[src/sv/fpc_pkg.sv]
package fpc_pkg;

  // controller sequence
  typedef enum logic [2:0] {
    ST_IDLE,
    ST_ERR_FILT,
    ST_SLOPE_FILT,
    ST_DERIV,
    ST_INTEG,
    ST_PROP,
    ST_SUM
  } state_t;

  // register map
  localparam int CFG_IDX_W = 3;
  localparam logic [CFG_IDX_W-1:0] REG_PROP_GAIN     = 3'd0;
  localparam logic [CFG_IDX_W-1:0] REG_INTEG_GAIN_DT = 3'd1;
  localparam logic [CFG_IDX_W-1:0] REG_DERIV_GAIN    = 3'd2;
  localparam logic [CFG_IDX_W-1:0] REG_ERROR_ALPHA   = 3'd3;
  localparam logic [CFG_IDX_W-1:0] REG_SLOPE_ALPHA   = 3'd4;
  localparam logic [CFG_IDX_W-1:0] REG_INTEG_MIN     = 3'd5;
  localparam logic [CFG_IDX_W-1:0] REG_INTEG_MAX     = 3'd6;
  localparam logic [CFG_IDX_W-1:0] REG_TIMING_VALID  = 3'd7;

  localparam int ALPHA_W = 17;
  localparam logic [ALPHA_W-1:0] ALPHA_ONE = 17'h10000;

  // serial multiplier geometry
  localparam int MUL_A_W   = 34;  // signed multiplicand
  localparam int MUL_B_W   = 32;  // signed multiplier, consumed a digit per cycle
  localparam int DIGIT_W   = 4;
  localparam int MUL_STEPS = MUL_B_W / DIGIT_W;
  localparam int STEP_W    = 3;
  localparam int PROD_W    = 50;  // product >>> 16

  typedef struct packed {
    logic                      start;
    logic signed [MUL_A_W-1:0] a;
    logic signed [MUL_B_W-1:0] b;
  } mul_req_t;

  typedef struct packed {
    logic                     done;
    logic signed [PROD_W-1:0] prod;
  } mul_rsp_t;

endpackage

[src/sv/filtered_pid_controller.sv]
// Channel   Signals                                      Direction
// sample    sample_valid, sample_ready, error_sample     in
// result    result_valid, result_ready, drive, saturated out
// config    cfg_we, cfg_index, cfg_data                  in (write only)
//
// One transaction at a time. All products go through one shared multiplier
// that retires a 4-bit digit per cycle; each product is an issue, 8 digit
// steps and a capture. With timing_valid set a transaction takes 5 products
// plus accept and sum; with it clear, 2 products.
// Reset (rst, synchronous) restores register defaults and clears the filter,
// slope and integral state. The result sits in an output register, so the
// next sample is taken while a result stalls; the sum waits only if the
// output register is still full.
module filtered_pid_controller (
  input  logic                            clk,
  input  logic                            rst,
  // sample channel
  input  logic                            sample_valid,
  output logic                            sample_ready,
  input  logic signed [31:0]              error_sample,
  // result channel
  output logic                            result_valid,
  input  logic                            result_ready,
  output logic signed [31:0]              drive,
  output logic                            saturated,
  // configuration writes
  input  logic                            cfg_we,
  input  logic [fpc_pkg::CFG_IDX_W-1:0]   cfg_index,
  input  logic [31:0]                     cfg_data
);
  import fpc_pkg::*;

  // saturate a wide sum to 32 bits; top bit flags clipping
  function automatic logic [32:0] sat32(input logic signed [PROD_W-1:0] x);
    logic [32:0] r;
    if (x > 50'sd2147483647) begin
      r = {1'b1, 32'h7fff_ffff};
    end else if (x < -50'sd2147483648) begin
      r = {1'b1, 32'h8000_0000};
    end else begin
      r = {1'b0, x[31:0]};
    end
    return r;
  endfunction

  // configuration registers
  logic signed [31:0]  prop_gain;
  logic signed [31:0]  integ_gain_dt;
  logic signed [31:0]  deriv_gain_per_dt;
  logic [ALPHA_W-1:0]  error_alpha;
  logic [ALPHA_W-1:0]  slope_alpha;
  logic signed [31:0]  integ_min;
  logic signed [31:0]  integ_max;
  logic                timing_valid;

  // controller state
  logic signed [31:0]  filtered_error;
  logic signed [31:0]  filtered_slope;
  logic signed [31:0]  integral_term;

  // working registers for one transaction
  logic signed [31:0]  sample_q;
  logic signed [32:0]  step_q;     // fe' - fe
  logic signed [47:0]  d_term;
  logic signed [47:0]  p_term;

  state_t state, state_next;
  logic   issued, issued_next;

  mul_req_t mreq;
  mul_rsp_t mrsp;

  logic accept;
  logic cap_err, cap_slope, cap_deriv, cap_integ, cap_prop, load_out;

  logic [ALPHA_W-1:0] err_alpha_eff;
  logic [ALPHA_W-1:0] slope_alpha_eff;

  // alpha above one acts as one
  assign err_alpha_eff   = error_alpha[ALPHA_W-1] ? ALPHA_ONE : error_alpha;
  assign slope_alpha_eff = slope_alpha[ALPHA_W-1] ? ALPHA_ONE : slope_alpha;

  fpc_serial_mul u_mul (
    .clk (clk),
    .rst (rst),
    .req (mreq),
    .rsp (mrsp)
  );

  // sequencer: each product state issues once, then waits for done
  always_comb begin
    state_next   = state;
    issued_next  = issued;
    sample_ready = 1'b0;
    accept       = 1'b0;
    cap_err      = 1'b0;
    cap_slope    = 1'b0;
    cap_deriv    = 1'b0;
    cap_integ    = 1'b0;
    cap_prop     = 1'b0;
    load_out     = 1'b0;
    mreq.start   = 1'b0;
    mreq.a       = '0;
    mreq.b       = '0;

    case (state)
      ST_IDLE: begin
        sample_ready = 1'b1;
        if (sample_valid) begin
          accept     = 1'b1;
          state_next = ST_ERR_FILT;
        end
      end
      ST_ERR_FILT: begin
        mreq.a = MUL_A_W'(sample_q) - MUL_A_W'(filtered_error);
        mreq.b = MUL_B_W'(err_alpha_eff);
        if (mrsp.done) begin
          cap_err    = 1'b1;
          state_next = timing_valid ? ST_SLOPE_FILT : ST_PROP;
        end
      end
      ST_SLOPE_FILT: begin
        mreq.a = MUL_A_W'(step_q) - MUL_A_W'(filtered_slope);
        mreq.b = MUL_B_W'(slope_alpha_eff);
        if (mrsp.done) begin
          cap_slope  = 1'b1;
          state_next = ST_DERIV;
        end
      end
      ST_DERIV: begin
        mreq.a = MUL_A_W'(filtered_slope);
        mreq.b = deriv_gain_per_dt;
        if (mrsp.done) begin
          cap_deriv  = 1'b1;
          state_next = ST_INTEG;
        end
      end
      ST_INTEG: begin
        mreq.a = MUL_A_W'(filtered_error);
        mreq.b = integ_gain_dt;
        if (mrsp.done) begin
          cap_integ  = 1'b1;
          state_next = ST_PROP;
        end
      end
      ST_PROP: begin
        mreq.a = MUL_A_W'(filtered_error);
        mreq.b = prop_gain;
        if (mrsp.done) begin
          cap_prop   = 1'b1;
          state_next = ST_SUM;
        end
      end
      ST_SUM: begin
        // wait only while the previous result is still unclaimed
        if (!result_valid || result_ready) begin
          load_out   = 1'b1;
          state_next = ST_IDLE;
        end
      end
      default: begin
        state_next = ST_IDLE;
      end
    endcase

    // one start per product state, cleared on capture
    if (state != ST_IDLE && state != ST_SUM) begin
      if (!issued) begin
        mreq.start  = 1'b1;
        issued_next = 1'b1;
      end else if (mrsp.done) begin
        issued_next = 1'b0;
      end
    end
  end

  always_ff @(posedge clk) begin
    if (rst) begin
      state  <= ST_IDLE;
      issued <= 1'b0;
    end else begin
      state  <= state_next;
      issued <= issued_next;
    end
  end

  // configuration
  always_ff @(posedge clk) begin
    if (rst) begin
      prop_gain         <= '0;
      integ_gain_dt     <= '0;
      deriv_gain_per_dt <= '0;
      error_alpha       <= ALPHA_ONE;
      slope_alpha       <= ALPHA_ONE;
      integ_min         <= '0;
      integ_max         <= '0;
      timing_valid      <= 1'b0;
    end else if (cfg_we) begin
      case (cfg_index)
        REG_PROP_GAIN:     prop_gain         <= cfg_data;
        REG_INTEG_GAIN_DT: integ_gain_dt     <= cfg_data;
        REG_DERIV_GAIN:    deriv_gain_per_dt <= cfg_data;
        REG_ERROR_ALPHA:   error_alpha       <= cfg_data[ALPHA_W-1:0];
        REG_SLOPE_ALPHA:   slope_alpha       <= cfg_data[ALPHA_W-1:0];
        REG_INTEG_MIN:     integ_min         <= cfg_data;
        REG_INTEG_MAX:     integ_max         <= cfg_data;
        REG_TIMING_VALID:  timing_valid      <= cfg_data[0];
        default: begin
        end
      endcase
    end
  end

  // product post-processing
  logic signed [31:0]      fe_new;
  logic [32:0]             slope_sat;
  logic [32:0]             integ_sat;
  logic signed [31:0]      integ_clamped;
  logic                    signs_differ;
  logic                    clamp_on;
  logic signed [31:0]      i_term;
  logic signed [47:0]      d_use;
  logic [32:0]             sum_sat;

  always_comb begin
    // alpha <= 1 keeps fe' between fe and e, so 32 bits hold it
    fe_new    = filtered_error + mrsp.prod[31:0];
    // full signed product keeps negative filter and integral steps intact
    slope_sat = sat32(PROD_W'(filtered_slope) + mrsp.prod);
    integ_sat = sat32(PROD_W'(integral_term) + mrsp.prod);

    // both bounds zero means no clamp
    clamp_on      = (integ_min != '0) || (integ_max != '0);
    integ_clamped = integ_sat[31:0];
    if (clamp_on) begin
      if ($signed(integ_sat[31:0]) < integ_min) begin
        integ_clamped = integ_min;
      end else if ($signed(integ_sat[31:0]) > integ_max) begin
        integ_clamped = integ_max;
      end
    end

    // integrate only while the integral opposes the error; zero is positive
    signs_differ = integral_term[31] != filtered_error[31];

    i_term  = timing_valid ? integral_term : '0;
    d_use   = timing_valid ? d_term : '0;
    sum_sat = sat32(PROD_W'(p_term) + PROD_W'(i_term) + PROD_W'(d_use));
  end

  always_ff @(posedge clk) begin
    if (rst) begin
      filtered_error <= '0;
      filtered_slope <= '0;
      integral_term  <= '0;
      result_valid   <= 1'b0;
    end else begin
      if (cap_err) begin
        filtered_error <= fe_new;
      end
      if (cap_slope) begin
        filtered_slope <= slope_sat[31:0];
      end
      if (cap_integ && signs_differ) begin
        integral_term <= integ_clamped;
      end
      if (load_out) begin
        result_valid <= 1'b1;
      end else if (result_ready) begin
        result_valid <= 1'b0;
      end
    end
  end

  always_ff @(posedge clk) begin
    if (accept) begin
      sample_q <= error_sample;
    end
    if (cap_err) begin
      step_q <= mrsp.prod[32:0];
    end
    if (cap_deriv) begin
      d_term <= mrsp.prod[47:0];
    end
    if (cap_prop) begin
      p_term <= mrsp.prod[47:0];
    end
    if (load_out) begin
      drive     <= sum_sat[31:0];
      saturated <= sum_sat[32];
    end
  end

endmodule

[src/sv/fpc_serial_mul.sv]
module fpc_serial_mul (
  input  logic              clk,
  input  logic              rst,
  input  fpc_pkg::mul_req_t req,
  output fpc_pkg::mul_rsp_t rsp
);
  import fpc_pkg::*;

  localparam int PP_W  = MUL_A_W + DIGIT_W + 1;
  localparam int SUM_W = PP_W + 1;
  localparam int ACC_W = SUM_W - DIGIT_W;
  localparam logic [STEP_W-1:0] LAST_STEP = STEP_W'(MUL_STEPS - 1);

  logic                      busy;
  logic                      done;
  logic [STEP_W-1:0]         cnt;
  logic signed [MUL_A_W-1:0] a_reg;
  logic [MUL_B_W-1:0]        b_reg;
  logic signed [ACC_W-1:0]   acc;

  logic signed [DIGIT_W:0]   digit;
  logic signed [PP_W-1:0]    pp;
  logic signed [SUM_W-1:0]   sum;
  logic signed [ACC_W-1:0]   acc_next;
  logic [MUL_B_W-1:0]        b_next;

  // low digits are unsigned, the top digit carries the sign
  always_comb begin
    if (cnt == LAST_STEP) begin
      digit = {b_reg[DIGIT_W-1], b_reg[DIGIT_W-1:0]};
    end else begin
      digit = {1'b0, b_reg[DIGIT_W-1:0]};
    end
    pp       = PP_W'(a_reg) * PP_W'(digit);
    sum      = SUM_W'(acc) + SUM_W'(pp);
    acc_next = sum[SUM_W-1:DIGIT_W];
    b_next   = {sum[DIGIT_W-1:0], b_reg[MUL_B_W-1:DIGIT_W]};
  end

  always_ff @(posedge clk) begin
    if (rst) begin
      busy <= 1'b0;
      done <= 1'b0;
      cnt  <= '0;
    end else begin
      done <= 1'b0;
      if (req.start) begin
        busy <= 1'b1;
        cnt  <= '0;
      end else if (busy) begin
        cnt <= cnt + 1'b1;
        if (cnt == LAST_STEP) begin
          busy <= 1'b0;
          done <= 1'b1;
        end
      end
    end
  end

  // low product bits shift into b_reg as multiplier digits retire
  always_ff @(posedge clk) begin
    if (req.start) begin
      a_reg <= req.a;
      b_reg <= req.b;
      acc   <= '0;
    end else if (busy) begin
      acc   <= acc_next;
      b_reg <= b_next;
    end
  end

  assign rsp.done = done;
  assign rsp.prod = {acc[PROD_W-16-1:0], b_reg[MUL_B_W-1:16]};

endmodule

[config.mk]
export PLATFORM = sky130hd
export DESIGN_NAME = filtered_pid_controller
export DESIGN_NICKNAME = d
export VERILOG_FILES = /design/src/sv/fpc_pkg.sv /design/src/sv/filtered_pid_controller.sv /design/src/sv/fpc_serial_mul.sv
export SDC_FILE = /design/constraint.sdc
export NUM_CORES = 2
export LEC_CHECK = 0
export BUFFER_PORTS_ARGS = -buffer_cell sky130_fd_sc_hd__buf_2
export CAP_MARGIN = 10
export CORE_MARGIN = 5
export CORE_UTILIZATION = 45
export CTS_CLUSTER_SIZE = 25
export DETAILED_ROUTE_END_ITERATION = 8
export MAX_ROUTING_LAYER = met4
export PLACE_DENSITY = 0.64
export SYNTH_ARGS = -nofsm -noshare
export SYNTH_HDL_FRONTEND = slang
export SYNTH_SLANG_ARGS = --single-unit
[constraint.sdc]
create_clock -name clk -period 15.55 [get_ports clk]
set_clock_uncertainty 0.2 [all_clocks]
set_input_delay 1.555 -clock clk [delete_from_list [all_inputs] [get_ports clk]]
set_output_delay 1.555 -clock clk [all_outputs]
set_load 0.03 [all_outputs]
==> results.md <==
* Status: complete, no violations
* Tcrit/Tclk final at 59.4%
* Post-synth top cells: nand2_1, a21oi_1, ha_1, dfxtp_1, inv_1
* Critical path class: flop to flop
* WHS Path Cells at 2
* DRT Wirelength at 137 mm
* Worst-path fanout max at 65
* Final net count at 5673
* Avg WL per Cell at 21.6 µm
* Chip Height at 326 µm
* Flops & latches, synth at 597
* Largest net degree at the start of global routing at 101
* Placed insts at 6230
* Slowest-stage cell, CP: nor4_1
* Insertion delay to the later sink of the worst-skew pair at 0.68 ns
* Minimum clock period at 9.23 ns
* Number of buffers added on ports at 106
* TritonCTS Buffers at 74
* Core area at 98600 µm²
* Vias at 37200
* Dominant cell type by area after synthesis: edfxtp_1
* Global placer's final weighted congestion at 1.00
* Synth area leaders: edfxtp_1, dfxtp_1, ha_1, fa_1, nand2_1
* Yosys warning total at 0
* Syn Inst Count at 4983
* # setup viols final at 0
* Biggest regs: d_term: 48 flops, p_term: 48 flops, u_mul.acc: 36 flops
* Hold slack at 0.252 ns
* Antenna violations before repair at 2
* DIE AREA at 106000 µm²
* Main flop type after synthesis: dfxtp_1
* Worst r2r path cells at 30
* Grt total ovfl at 0
* Vias in the first global route at 36000
* Total track usage at 26.0%
* RSZ-0062 raised after global routing: no
* I/O pins at 107
* Max cap viols at 0
* Pleak at 0.0202 µW
* First-pass GRT wire length at 213 mm
* Post-DR vias/cell at 5.84
* Ys async rst share at 0%
* WHS Endpoint: integ_gain_dt[16]
* Crit path launch type: flop
* Final ANT Viol Nets at 0
* Crit path DAT at 9.60 ns
* Syn Nets at 5636
* Post-synth design cell area at 44800 µm²
* Clock power frac at 25.9%
* Starting Density at 45.5%
* WP data required at 15.91 ns
* Deepest clock path buffer count at 3
* Final cell count without fillers at 6370
* Top-count cell post-synth: nand2_1
* # DRC at 0
* CP max stage delay at 0.66 ns
* Die Span X at 326 µm
* Tightest Pin Transition at 1.18 ns
* Count of different cell masters after synthesis at 92
* H-tree depth at 3
* Reg2reg setup slack at 6.32 ns
* Clock edge transition at the registers on the reported setup and hold paths at 0.06 ns
* Number of synthesized flops with an enable pin at 260
* P_int at 4270 µW
* Drt first-iter violations at 3152
* Clock root cell: clkbuf_16
* Most frequent CP cell: a21o_1
* CP startpoint: u_mul.b_reg[28]
* Sequential element share of the synthesized area at 32.5%
* Number of hold buffers added after cts at 0
* Switch share at 39.7%
* Setup TNS at 0 ns
* Worst Hold Launch: integ_gain_dt[16]
* Final Slew Violations at 0
* Fillers at 9261
* Worst r2r src: u_mul.b_reg[28]
* F_max at 108 MHz
* Clock Sinks at 597
* Layout area overhead at 10.2%
* Row count at 115
* CTS tree: done
* RR Endpoint: integral_term[28]
* Crit end category: flop
* Comb pwr share at 46.5%
* Worst relative slew slack at 20.7%
* Post_cts resized at 0
* First-pass DRT Iterations at 6
* Net switching power at 2810 µW
* Post-CTS Setup Inserts at 0
* Avg Inst Size Synth at 8.99 µm²
* Share of cells above drive strength 1 at 8.23%
* Pwr dens at 143 nW/µm²
* Max VDD drop at 0.114 mV
* Seq pwr share at 27.6%
* Final Hold Vio Count at 0
* Detail Placement HPWL at 105 mm
* Hold Crit Class: flop to flop
* Synth top area share at 17.4%
## placed cells by master (no fill, tap or decap), drive strengths merged, types with 14 or more instances in the layout
master,netlist,final
buf,25,177
nor2,280,280
o21bai,36,36
a31oi,50,50
a21o,200,200
xor2,74,74
o211ai,23,23
and2,178,178
clkbuf,193,100
a22o,17,17
a211o,15,15
edfxtp,260,260
o31ai,14,14
a211oi,38,38
dfxtp,337,337
a221o,61,61
nand3,60,60
o21ai,188,188
clkinv,0,26
inv,293,296
or3,21,21
or2,49,49
nor2b,41,41
o21a,65,65
a21oi,465,465
o41ai,22,22
xnor2,164,164
ha,385,385
mux2i,58,58
and3,39,39
mux2,22,22
nand4,62,62
nor3,79,79
nor4,35,35
a222oi,34,34
nand2b,53,53
nand2,684,684
fa,196,196
## metal layers
metal  up-vias  track usage (%)  routed length [µm]
li1      17900                -                   -
met1     18000             33.8               60600
met2      1075             42.3               64600
met3       253             3.07                6670
met4         0             8.93                5690
met5         -                -                   0
## kinds of logic (layout without fill, tap and decap cells)
group	count (synthesis)	count (layout)	synth area share [%]
and+or+nand+nor	1630	1630	17.3
xor gates and xnor gates	238	238	4.65
DFF	597	597	32.5
buffers and inverters	511	607	4.36
adders and majority gates	581	581	19.5
AOI/OAI and AO/OA	1346	1346	19.9
muxes	80	80	1.85
other	0	4	0
## metrics by stage
stage / util [%] / setup WS (ns) / total power (µW) / area [µm²]
after detailed placement: 47.4 / 6.56 / 5250 / 46700
final: 50.1 / 6.32 / 7070 / 49400
after global routing: 50.1 / 5.60 / 7590 / 49400
after CTS: 50.1 / 6.54 / 7120 / 49300
after global placement: 47.4 / 6.73 / 5230 / 46700
after floorplan: - / 8.36 / 4390 / 44800
## final cells by class
| type | count | area (µm²) | area share [%] |
|---|---|---|---|
| inverter | 293 | 1100 | 2.23 |
| timing repair buffer | 179 | 1090 | 2.21 |
| multi-input combinational | 3875 | 28400 | 57.5 |
| tap | 1287 | 1610 | 3.26 |
| clock inverter | 37 | 551 | 1.12 |
| antenna | 4 | 10.0 | 0.0203 |
| clock buffer | 98 | 2060 | 4.16 |
| sequential | 597 | 14600 | 29.5 |
## power groups by stage
stage | clock network [µW] | logic, µW | registers [µW]
4_1_cts | 1870 | 3310 | 1950
3_3_place_gp | 0 | 3250 | 1980
2_1_floorplan | 0 | 2470 | 1910
3_5_place_dp | 0 | 3270 | 1980
6_report | 1830 | 3290 | 1950
5_1_grt | 1940 | 3690 | 1960
## critical path: cells and delay by family, from the launching register on
family | cells | cell delay (ns)
AOI/OAI and AO/OA | 12 | 3.28
xor gates and xnor gates | 1 | 0.18
adders and majority gates | 2 | 0.73
buffers and inverters | 3 | 0.93
DFF | 1 | 0.59
and+or+nand+nor | 12 | 3.17
## how the worst max path moves through the flow
stage                                    to  slack (ns)  depth (start not counted)
after floorplan           integral_term[21]        8.36                         32
after global placement    integral_term[25]        6.73                         30
after detailed placement  integral_term[29]        6.56                         31
after CTS                 integral_term[17]        6.54                         31
after global routing      integral_term[17]        5.60                         30
final                     integral_term[28]        6.32                         30
(Power assumes the default switching activity.)
